$ cat src/design/assert_macros.svh
// ----------------------------------------------------------------------------
// assert_macros.svh
// Shared assertion macros for the noise suppressor RTL.
// ----------------------------------------------------------------------------
`ifndef ASSERT_MACROS_SVH
`define ASSERT_MACROS_SVH

// Implication checked in the same cycle.
`define ASSERT_SAME(label, clk, rst_n, ante, cons) \
    label: assert property (@(posedge clk) disable iff (!rst_n) (ante) |-> (cons)) \
        else $error("assertion failed");

// Implication checked in the next cycle.
`define ASSERT_NEXT(label, clk, rst_n, ante, cons) \
    label: assert property (@(posedge clk) disable iff (!rst_n) (ante) |=> (cons)) \
        else $error("assertion failed");

`endif

$ cat src/design/wns_pkg.sv
// ----------------------------------------------------------------------------
// wns_pkg
// Types and constants shared by the noise suppressor modules.
// ----------------------------------------------------------------------------
package wns_pkg;

    // Configuration register indexes.
    typedef enum logic [3:0] {
        CFG_DD_ALPHA       = 4'd0,
        CFG_XI_MIN         = 4'd1,
        CFG_XI_MAX         = 4'd2,
        CFG_MIN_GAIN       = 4'd3,
        CFG_MAX_GAIN       = 4'd4,
        CFG_GAIN_SMOOTHING = 4'd5,
        CFG_FREQ_SMOOTHING = 4'd6,
        CFG_NOISE_ALPHA    = 4'd7
    } t_cfg_idx;

    // Register reset values.
    localparam logic [15:0] RST_DD_ALPHA       = 16'd64225;
    localparam logic [15:0] RST_XI_MIN         = 16'd8;
    localparam logic [15:0] RST_XI_MAX         = 16'd65535;
    localparam logic [15:0] RST_MIN_GAIN       = 16'd3277;
    localparam logic [15:0] RST_MAX_GAIN       = 16'd32768;
    localparam logic [15:0] RST_GAIN_SMOOTHING = 16'd45875;
    localparam logic [15:0] RST_FREQ_SMOOTHING = 16'd0;
    localparam logic [15:0] RST_NOISE_ALPHA    = 16'd62259;

    // Fixed-point constants.
    localparam logic [15:0] UNITY_GAIN = 16'd32768;
    localparam logic [15:0] Q88_ONE    = 16'd256;

    // Configuration register file contents.
    typedef struct packed {
        logic [15:0] dd_alpha;
        logic [15:0] xi_min;
        logic [15:0] xi_max;
        logic [15:0] min_gain;
        logic [15:0] max_gain;
        logic [15:0] gain_smoothing;
        logic [15:0] freq_smoothing;
        logic [15:0] noise_alpha;
    } t_cfg;

    // Position of a bin within its frame.
    typedef struct packed {
        logic first;
        logic second;
        logic last;
    } t_tag;

    // Control from the back end to the front end.
    typedef struct packed {
        logic pop;
        logic clearing;
    } t_back_ctl;

endpackage

$ cat src/design/wns_front.sv
// ----------------------------------------------------------------------------
// wns_front
// Accepts spectral bins, tags each with its bin index and frame position,
// and holds them in a two-entry queue for the back end.
// ----------------------------------------------------------------------------
module wns_front
    import wns_pkg::*;
#(
    parameter int NUM_BINS = 257,
    parameter int AW       = $clog2(NUM_BINS)
) (
    input  logic                 i_clk,
    input  logic                 i_rst_n,
    input  logic                 i_in_valid,
    output logic                 o_in_stall,
    input  logic signed [15:0]   i_bin_real,
    input  logic signed [15:0]   i_bin_imag,
    input  t_back_ctl            i_ctl,
    output logic                 o_head_valid,
    output logic [15:0]          o_head_re,
    output logic [15:0]          o_head_im,
    output logic [AW-1:0]        o_head_k,
    output t_tag                 o_head_tag
);

    logic [AW-1:0] r_bin;
    logic [1:0]    r_cnt;
    logic          r_wp;
    logic          r_rp;
    logic [15:0]   r_q_re  [2];
    logic [15:0]   r_q_im  [2];
    logic [AW-1:0] r_q_k   [2];
    t_tag          r_q_tag [2];
    logic          push;
    logic          pop;
    t_tag          tag;

    // The queue refuses requests when full or while memories are cleared.
    assign o_in_stall = (r_cnt == 2'd2) || i_ctl.clearing;
    assign push       = i_in_valid && !o_in_stall;
    assign pop        = i_ctl.pop && (r_cnt != 2'd0);

    // Classify the bin by its place in the frame.
    always_comb begin
        tag.first  = (r_bin == '0);
        tag.second = (r_bin == AW'(1));
        tag.last   = (r_bin == AW'(NUM_BINS - 1));
    end

    // Bin counter and queue pointers.
    always_ff @(posedge i_clk) begin
        if (!i_rst_n) begin
            r_bin <= '0;
            r_cnt <= 2'd0;
            r_wp  <= 1'b0;
            r_rp  <= 1'b0;
        end else begin
            if (push) begin
                r_bin <= tag.last ? '0 : r_bin + AW'(1);
                r_wp  <= ~r_wp;
            end
            if (pop) begin
                r_rp <= ~r_rp;
            end
            r_cnt <= r_cnt + {1'b0, push} - {1'b0, pop};
        end
    end

    // Queue storage.
    always_ff @(posedge i_clk) begin
        if (push) begin
            r_q_re[r_wp]  <= i_bin_real;
            r_q_im[r_wp]  <= i_bin_imag;
            r_q_k[r_wp]   <= r_bin;
            r_q_tag[r_wp] <= tag;
        end
    end

    assign o_head_valid = (r_cnt != 2'd0);
    assign o_head_re    = r_q_re[r_rp];
    assign o_head_im    = r_q_im[r_rp];
    assign o_head_k     = r_q_k[r_rp];
    assign o_head_tag   = r_q_tag[r_rp];

endmodule

$ cat config.mk
export PLATFORM = sky130hd
export DESIGN_NAME = wns_front
export DESIGN_NICKNAME = d
export VERILOG_FILES = /design/src/design/assert_macros.svh /design/src/design/wns_pkg.sv /design/src/design/wns_front.sv
export SDC_FILE = /design/constraint.sdc
export NUM_CORES = 1
export LEC_CHECK = 0
export BUFFER_PORTS_ARGS = -buffer_cell sky130_fd_sc_hd__buf_4
export CORE_UTILIZATION = 40
export DETAILED_ROUTE_END_ITERATION = 16
export MAX_ROUTING_LAYER = met4
export PLACE_DENSITY = 0.6
export RECOVER_POWER = 50
export SETUP_SLACK_MARGIN = 0.05
export SYNTH_ARGS = -nofsm -noshare
export SYNTH_HDL_FRONTEND = slang
export SYNTH_SLANG_ARGS = --single-unit
$ cat constraint.sdc
create_clock -name i_clk -period 9.7 [get_ports i_clk]
set_input_delay 1.455 -clock i_clk [delete_from_list [all_inputs] [get_ports i_clk]]
set_output_delay 1.455 -clock i_clk [all_outputs]
set_load 0.05 [all_outputs]
==> results of run 1 <==
==> metal layers <==
layer | global-route usage (%) | vias to the layer above | routed length (um) | part of all wire [%]
met5 | - | - | 0 | 0
met4 | 6.69 | 0 | 73 | 1.2
met3 | 2.84 | 8 | 358 | 5.7
met2 | 21.6 | 56 | 3080 | 49
met1 | 15.6 | 969 | 2770 | 44
li1 | - | 996 | - | -
==> final cells by class <==
type | count | share of cell area [%]
sequential | 102 | 60.7
multi-input combinational | 106 | 19.0
timing repair buffer | 83 | 12.2
tap | 129 | 3.35
clock buffer | 11 | 2.73
clock inverter | 4 | 1.51
inverter | 6 | 0.493
==> sequential cells by signal (all words and copies together) (netlist names), named ones only <==
signal and flops:
r_rp 1, r_cnt 2, r_q_k 18, r_wp 1, r_q_re 32, r_q_im 32
r_q_tag 6, r_bin 9
==> metrics by stage <==
stage	cell area, sq um	instances	hold slack (ns)
floorplan	3930	221	0.481
global placement	4680	426	0.502
detailed placement	4680	426	0.514
CTS	4890	441	0.535
global route	4820	441	0.570
finish	4820	441	0.526
==> Yosys cell counts (all sizes together) (2+ instances only) <==
master	count
nand2	5
inv	6
or4	2
nand3	2
a21oi	2
nor2	15
dfxtp	14
mux2	44
ha	5
edfxtp	88
nor4	3
buf	6
or2	3
nor3	2
xnor2	10
and2	3
==> power by group <==
part	internal [W]	total, W	switching (W)
Sequential	0.000517	0.000553	0.0000357
Combinational	0.000140	0.000395	0.000254
Clock	0.000144	0.000275	0.000131
Total	0.000801	0.00122	0.000421
==> worst min path at each step <==
stage / startpoint / slack [ns] / cells after the start / end
floorplan: r_rp / 0.48 / 2 / register
global placement: r_rp / 0.50 / 2 / r_rp
detailed placement: r_rp / 0.51 / 2 / register
CTS: r_rp / 0.53 / 2 / register
global route: r_bin[6] / 0.57 / 0 / r_q_k[0][6]
finish: r_rp / 0.53 / 2 / register
==> critical path: stages <==
cell	delay, ns
clkbuf_4	0.11
nand2b_1	0.24
nor2_1	0.39
clkinvlp_2	0.34
nor2_1	1.04
clkbuf_1	1.31
==> kinds of logic (layout without fill, tap and decap cells) <==
family	count (synthesis)	after routing	synth area share, %
muxes	44	44	12.6
AOI/OAI and AO/OA	4	4	0.764
and+or+nand+nor	42	42	6.56
buffers and inverters	13	104	1.66
xor gates and xnor gates	11	11	2.45
adders and majority gates	5	5	1.59
DFF	102	102	74.4
==> placed cells by master, fill, tap and decap left out, types with 2 or more instances in the layout <==
cell type,count
ha_1,5
dfxtp_1,13
xnor2_1,10
buf_4,47
nor3_1,2
nor4_1,3
clkbuf_1,11
or2_2,3
nand3_1,2
inv_1,5
nand2_1,5
clkbuf_8,9
mux2_2,44
clkbuf_4,27
nor2_1,15
bufinv_16,2
edfxtp_1,88
==> flow_summary.ini, run 1 <==
[status]
violations = max-capacitance violations, max-slew violations
outcome = finished with violations

[sta]
drv_slew = 31
fmax_mhz = 201
grt_setup_unrepaired = false
min_period_ns = 4.96
tns_ns = 0
worst_pin_slew_ns = 1.71
slew_headroom_pct = -14.2
setup-violations-final = 0
fin_ws_ns = 4.74
period_share_pct = 51.2
hold_viol = 0
fin_skew_ns = 0.0106

[floorplanning]
rows = 35
die_area_sq_mm = 0.0102
die_h_um = 101
core_sq_mm = 0.00937
die_x_um = 101
start_util_pct = 41.9
design.portCount = 83

[flow_run]
cap_violations = 1

[worst_setup_path]
path_class = input port to register
crit_path_start = i_ctl[0]
r2r_end = r_q_re[0][0]
worstPathMaxFanout = 30
crit_arrival_ns = 4.91
worstReg2RegStart = r_cnt[1]
rrSetupSlack_ns = 5.73
endpoint = r_q_re[0][0]
worst-endpoint-required_ns = 9.64
end_kind = register
start_kind = input port
rr_worst_depth = 5

[cts]
clkSinkCount = 102
cts_tree = built
cts_buffer_depth = 2
cts_made_buffers = 9
clockRootBuffer = clkbuf_8
cts_hold_buf = 0
clk_latency_ns = 0.34
post_cts_buffers = 0
clkTransAtPathRegs_ns = 0.08
cts_max_level = 3
postCtsResizedCells = 0

[cells_and_area]
multi_input_area_sq_um = 917
nFillCells = 836
final_util_pct = 51.4
syn_to_final_growth_pct = 22.6
regArea_sq_mm = 0.00292
fin_nets = 350
drive_gt1_share_pct = 44.9
diodes = 0

[synth]
synth.area.top_cells = edfxtp_1, mux2_2, dfxtp_1
avgSynthCellArea_sq_um = 17.8
yosysSeqAreaShare_pct = 74.4
synth_warnings = 0
synth_edf_count = 88
synth.distinct_cells = 35
ys_ff_latch = 102
synth_top_area_share_pct = 67.2
synth_top_cell_by_area = edfxtp_1
async_flop_share_pct = 0
synthCells = 221
synthesis.nets = 263
syn-cell-area_sq_mm = 0.00393
synth-main-ff-cell = edfxtp_1

[detailed_routing]
dr.pass1.iters = 4
viasPerCell = 4.60
drt_iter0_markers = 90
drc_errors = 0
wirelength_um = 6290
routedWlPerCell_um = 14.3
antenna_left = 0
via_count = 2029

[grt]
grt_overflow = 0
grt_use_total_pct = 13.3
antenna_found_initial = 0
grt_pass1_vias = 2034
grt_pass1_wl_um = 9620
grt_max_degree = 45

[worst_hold_path]
hp-class = register to register

[power]
leakage_nw = 1.72
power_w = 0.00122
power_density_mw_per_mm2 = 254
ir_drop_v = 0.000111

[placed_design]
place.gp.congestion = 0.731
portBuffers = 82
dp_slack_ns = 6.21
dp.final_hpwl_um = 4030
Note: power is estimated with default switching activity, not from simulation.
==> run 2: changes to the inputs <==
--- a/config.mk
+++ b/config.mk
@@ -5,11 +5,12 @@
 export SDC_FILE = /design/constraint.sdc
 export NUM_CORES = 1
 export LEC_CHECK = 0
+export ABC_AREA = 1
 export BUFFER_PORTS_ARGS = -buffer_cell sky130_fd_sc_hd__buf_4
 export CORE_UTILIZATION = 40
 export DETAILED_ROUTE_END_ITERATION = 16
 export MAX_ROUTING_LAYER = met4
-export PLACE_DENSITY = 0.6
+export PLACE_DENSITY = 0.62
 export RECOVER_POWER = 50
 export SETUP_SLACK_MARGIN = 0.05
 export SYNTH_ARGS = -nofsm -noshare
==> constraint.sdc (replaced) <==
create_clock -name i_clk -period 4.1 [get_ports i_clk]
set_input_delay 0.615 -clock i_clk [delete_from_list [all_inputs] [get_ports i_clk]]
set_output_delay 0.615 -clock i_clk [all_outputs]
set_load 0.05 [all_outputs]
==> run 2 against run 1 <==
  * The flow still finishes with violations (max-capacitance violations, max-slew violations)
  * Wire length increased by 5.1%
  * Synthesized cell count is 11% higher
  * Via count is 9.0% higher
  * Die area is 0.75% higher
  * Largest power group unchanged
  * Utilization fell by 0.27 points
  * Final cell count grew 6.3%
==> flow_summary.ini, run 2 <==
[synth]
synth_top_family_by_area = multiplexers
synthSimpleGateAreaFrac_pct = 6.82
avgSynthCellArea_sq_um = 16.2
synth.most_common_cell = edfxtp_1
yosysSeqAreaShare_pct = 73.8
syn-cell-area_sq_mm = 0.00396
synth-adder-area-share_pct = 1.58
synth_xor_xnor_area_share_pct = 1.11
synth_compound_area_share_pct = 1.67
synth.distinct_cells = 26
ys_ff_latch = 102
ys_top_cells_by_count = edfxtp_1, mux2_2, nand2_1, inv_1, nor2_1
synth_top_area_share_pct = 66.7
async_flop_share_pct = 0
synth_edf_count = 88
synth-main-ff-cell = edfxtp_1
synth.area.top_cells = edfxtp_1, mux2_2, dfxtp_1
synthCells = 245
synth_top_cell_by_area = edfxtp_1
synthesis.nets = 287
synth_warnings = 0
synthMuxAreaShare_pct = 12.5

[cts]
clkSinkCount = 102
cts_hold_buf = 0
cts_made_buffers = 9
clockRootBuffer = clkbuf_8
clkTransAtPathRegs_ns = 0.09
cts_max_level = 3
clk_latency_ns = 0.35
postCtsResizedCells = 0
cts_tree = built
post_cts_buffers = 0
cts_buffer_depth = 2

[detailed_routing]
routedWlPerCell_um = 14.1
viasPerCell = 4.71
dr.pass1.iters = 4
antenna_left = 0
drt_iter0_markers = 144
via_count = 2211
wirelength_um = 6610
drc_errors = 0

[power]
power_density_mw_per_mm2 = 572
leakage_nw = 1.78
power_w = 0.00275
ir_drop_v = 0.000283

[worst_setup_path]
path_class = register to register
rrSetupSlack_ns = 1.04
worst-endpoint-required_ns = 4.15
worstPathMaxFanout = 21
end_kind = register
start_kind = register
cp_slowest_cell = nor2_1
crit_arrival_ns = 3.11
path_cells = inv_1, nand2_1, nand3_1, nor2_1, buf_4
slowest_delay_ns = 1.48

[cells_and_area]
final_cell_mix = edfxtp_1, buf_4, mux2_2, nand2_1, clkbuf_4
diodes = 0
drive_gt1_share_pct = 38.8
syn_to_final_growth_pct = 21.6
final_common_cell = edfxtp_1
fin_nets = 377
largestRegisters = r_q_im x32, r_q_re x32, r_q_k x18

[sta]
setup-violations-final = 0
grt_setup_unrepaired = false
period_share_pct = 74.6
min_period_ns = 3.06
drv_slew = 22
worst_pin_slew_ns = 1.83
slew_headroom_pct = -22.2
hold_viol = 0
fmax_mhz = 327
fin_skew_ns = 0.00518
tns_ns = 0

[grt]
grt_pass1_vias = 2092
grt_pass1_wl_um = 10500
grt_max_degree = 45
antenna_found_initial = 0
grt_use_total_pct = 14.2
grt_overflow = 0

[flow_run]
cap_violations = 1

[placed_design]
portBuffers = 82
place.gp.congestion = 0.788
dp.final_hpwl_um = 4410

[floorplanning]
die_h_um = 102
core_sq_mm = 0.00942
die_x_um = 102
die_area_sq_mm = 0.0103
rows = 35
start_util_pct = 42.1
design.portCount = 83

[status]
violations = max-capacitance violations, max-slew violations
outcome = finished with violations

[worst_hold_path]
hp-class = register to register
run 2: cell types whose count changed in the layout (fill, tap and decap cells not counted), sizes merged, moves of 3 or more:
cell	change
nand2	+19
inv	+11
xnor2	-8
nand3	+7
a21oi	+5
buf	+4
o21ai	+4
and2	-3
nor2	+3
nor4	-3
run 2: final timing paths:
kind,start,to,cells after the start
worst max-delay path,r_cnt[0],r_q_im[1][4],5
worst min-delay path,r_rp,register,1
worst max register to register,r_cnt[0],r_q_im[1][4],5
worst min register to register,r_rp,register,1
run 2: critical path, delay by kind of cell, from the launching register on:
kind / cells / cell delay [ns]
and+or+nand+nor: 3 / 1.91
DFF: 1 / 0.36
buffers and inverters: 2 / 0.48
run 2: report_power, final:
| group | total [W] | switching, W | leakage [nW] | internal (W) |
|---|---|---|---|---|
| registers | 0.00130 | 0.0000798 | 0.926 | 0.00122 |
| logic | 0.000906 | 0.000596 | 0.774 | 0.000310 |
| clock network | 0.000547 | 0.000325 | 0.0813 | 0.000222 |
| total | 0.00275 | 0.00100 | 1.78 | 0.00175 |
run 2: layout make-up:
| cell class | instances | area [sq um] |
|---|---|---|
| clock buffer | 11 | 131 |
| clock inverter | 5 | 33.8 |
| fill | 808 | 4600 |
| inverter | 15 | 56.3 |
| multi-input combinational | 122 | 925 |
| sequential | 102 | 2920 |
| tap | 129 | 161 |
| timing repair buffer | 85 | 586 |
run 2: stage by stage:
step                util (%)  worst slack [ns]  cell area (sq um)  hold slack (ns)  cells
finish                  51.2              1.04               4820            0.454    469
global route            51.2             0.667               4820            0.440    469
CTS                     52.0              1.37               4900            0.426    469
detailed placement      50.3              1.67               4730            0.444    453
global placement        50.3              1.70               4730            0.438    453
floorplan                  -             0.810               3960            0.431    245
run 2: logic make-up after synthesis:
logic type,Yosys count
flops,102
simple gates,56
mux,44
buf+inv,21
compound gates,12
xor+xnor,5
fa+ha+maj,5
run 2: metal layers:
| metal | routed length (um) | part of all wire (%) | global-route usage (%) | up-vias |
|---|---|---|---|---|
| met5 | 0 | 0 | - | - |
| met4 | 94 | 1.4 | 6.35 | 0 |
| met3 | 286 | 4.3 | 3.17 | 11 |
| met2 | 3230 | 49 | 22.2 | 68 |
| met1 | 3000 | 45 | 17.7 | 1058 |
| li1 | - | - | - | 1074 |
==> run 3: changes to the inputs <==
==> constraint.sdc (replaced) <==
create_clock -name i_clk -period 2.7 [get_ports i_clk]
set_input_delay 0.405 -clock i_clk [delete_from_list [all_inputs] [get_ports i_clk]]
set_output_delay 0.405 -clock i_clk [all_outputs]
set_load 0.05 [all_outputs]
==> run 3 against run 2 <==
  * The flow now finishes without violations
  * Clock skew rose by 0.0038 ns
  * Clock-buffer cell count unchanged
  * Global-route usage fell by 0.49 points
  * Critical endpoint is now r_q_k[0][2]
  * Largest cell class unchanged
==> flow_summary.ini, run 3 (synthesis results as in run 2) <==
[cells_and_area]
syn_to_final_growth_pct = 23.3
final_cell_mix = edfxtp_1, buf_4, mux2_2, clkbuf_4, nand2_1
fin_nets = 378
largestRegisters = r_q_im x32, r_q_re x32, r_q_k x18
final_util_pct = 51.9
diodes = 0
final_common_cell = edfxtp_1
postLayoutCellArea_sq_mm = 0.00488
drive_gt1_share_pct = 41.3

[placed_design]
dpl_cell_area_sq_mm = 0.00478
place.gp.congestion = 0.819
dp.final_hpwl_um = 4220
portBuffers = 82

[worst_setup_path]
crit_arrival_ns = 2.15
worstPathMaxFanout = 16
worst-endpoint-required_ns = 2.76
end_kind = register
start_kind = register
rr_worst_depth = 5
path_class = register to register

[power]
p_switching_w = 0.00153
seqPwrFrac_pct = 45.3
combPwrFrac_pct = 35.0
power_density_mw_per_mm2 = 864
p_sw_share_pct = 36.3
leakage_nw = 1.81
clockPowerShare_pct = 19.7
p_int_w = 0.00269
ir_drop_v = 0.000392
power_w = 0.00422

[worst_hold_path]
hold_depth = 1
hp-class = input port to register

[sta]
min_period_ns = 2.08
grt_setup_unrepaired = false
hold_viol = 0
fin_skew_ns = 0.00901
period_share_pct = 77.1
worst_pin_slew_ns = 0.675
fmax_mhz = 480
setup-violations-final = 0
drv_slew = 0
slew_headroom_pct = 55.0

[cts]
clk_latency_ns = 0.36
cts_buffer_depth = 2
postCtsResizedCells = 0
clkTransAtPathRegs_ns = 0.10
cts_tree = built
clkSinkCount = 102
clockRootBuffer = clkbuf_8
cts_made_buffers = 9
cts_max_level = 3
post_cts_buffers = 0
cts_hold_buf = 0

[floorplanning]
die_area_sq_mm = 0.0103
die_h_um = 102
design.portCount = 83
core_sq_mm = 0.00942
die_x_um = 102
rows = 35
start_util_pct = 42.1

[grt]
grt_overflow = 0
grt_max_degree = 45
grt_pass1_wl_um = 10100
antenna_found_initial = 0
grt_use_total_pct = 13.7
grt_pass1_vias = 2143

[status]
outcome = finished clean

[detailed_routing]
viasPerCell = 4.65
drt_iter0_markers = 63
antenna_left = 0
drc_errors = 0
wirelength_um = 6480
via_count = 2185
dr.pass1.iters = 4
routedWlPerCell_um = 13.8

[flow_run]
cap_violations = 0
-- run 3: changes by cell type in the layout (fill, tap and decap cells not counted), moves of 2 or more --
cell      change
nor2_1        -2
buf_4         -2
clkbuf_1      -5
nor2_4        +2
buf_12        +2
clkbuf_4      +6
-- run 3: stage by stage --
stage	setup WS, ns	hold slack [ns]	cells	setup TNS (ns)
finish	0.617	0.248	470	0
detailed placement	0.639	0.447	454	0
floorplan	-0.380	0.431	245	-33.42
global placement	0.682	0.439	454	0
global route	0.414	0.227	470	0
CTS	0.587	0.206	470	0
-- run 3: worst paths after layout --
kind,from,to,slack (ns)
setup reg to reg,r_cnt[0],r_q_k[0][2],0.62
setup / recovery,r_cnt[0],r_q_k[0][2],0.62
hold reg to reg,r_rp,register,0.45
hold / removal,i_bin_real[15],r_q_re[0][15],0.25
-- run 3: layout make-up --
cell class | instances | area (sq um)
clock inverters | 5 | 33.8
well taps | 129 | 161
clock buffers | 11 | 131
repair buffers | 86 | 637
multi-input cells | 122 | 940
inverters | 15 | 56.3
flip-flops and latches | 102 | 2920
fillers | 852 | 4530
-- run 3: power by group through the flow --
stage                     combinational, W  sequential, W  clock [W]
after detailed placement           0.00153        0.00195          0
after floorplan                    0.00112        0.00192          0
after global routing               0.00156        0.00193   0.000922
after CTS                          0.00153        0.00191   0.000868
after global placement             0.00152        0.00194          0
final                              0.00148        0.00191   0.000833
-- run 3: worst max-delay path, cell delays in order, from the launching register on --
cell and delay (ns):
dfxtp_1 0.35, inv_1 0.04, nand2_1 0.11, nand3_1 0.41
nor2_4 0.59, buf_4 0.28
-- run 3: metal layers --
layer / vias up / global-route usage (%) / routed length, um
met5: - / - / 0
met4: 0 / 6.69 / 106
met3: 10 / 3.17 / 282
met2: 60 / 22.7 / 3210
met1: 1043 / 15.7 / 2880
li1: 1072 / - / -
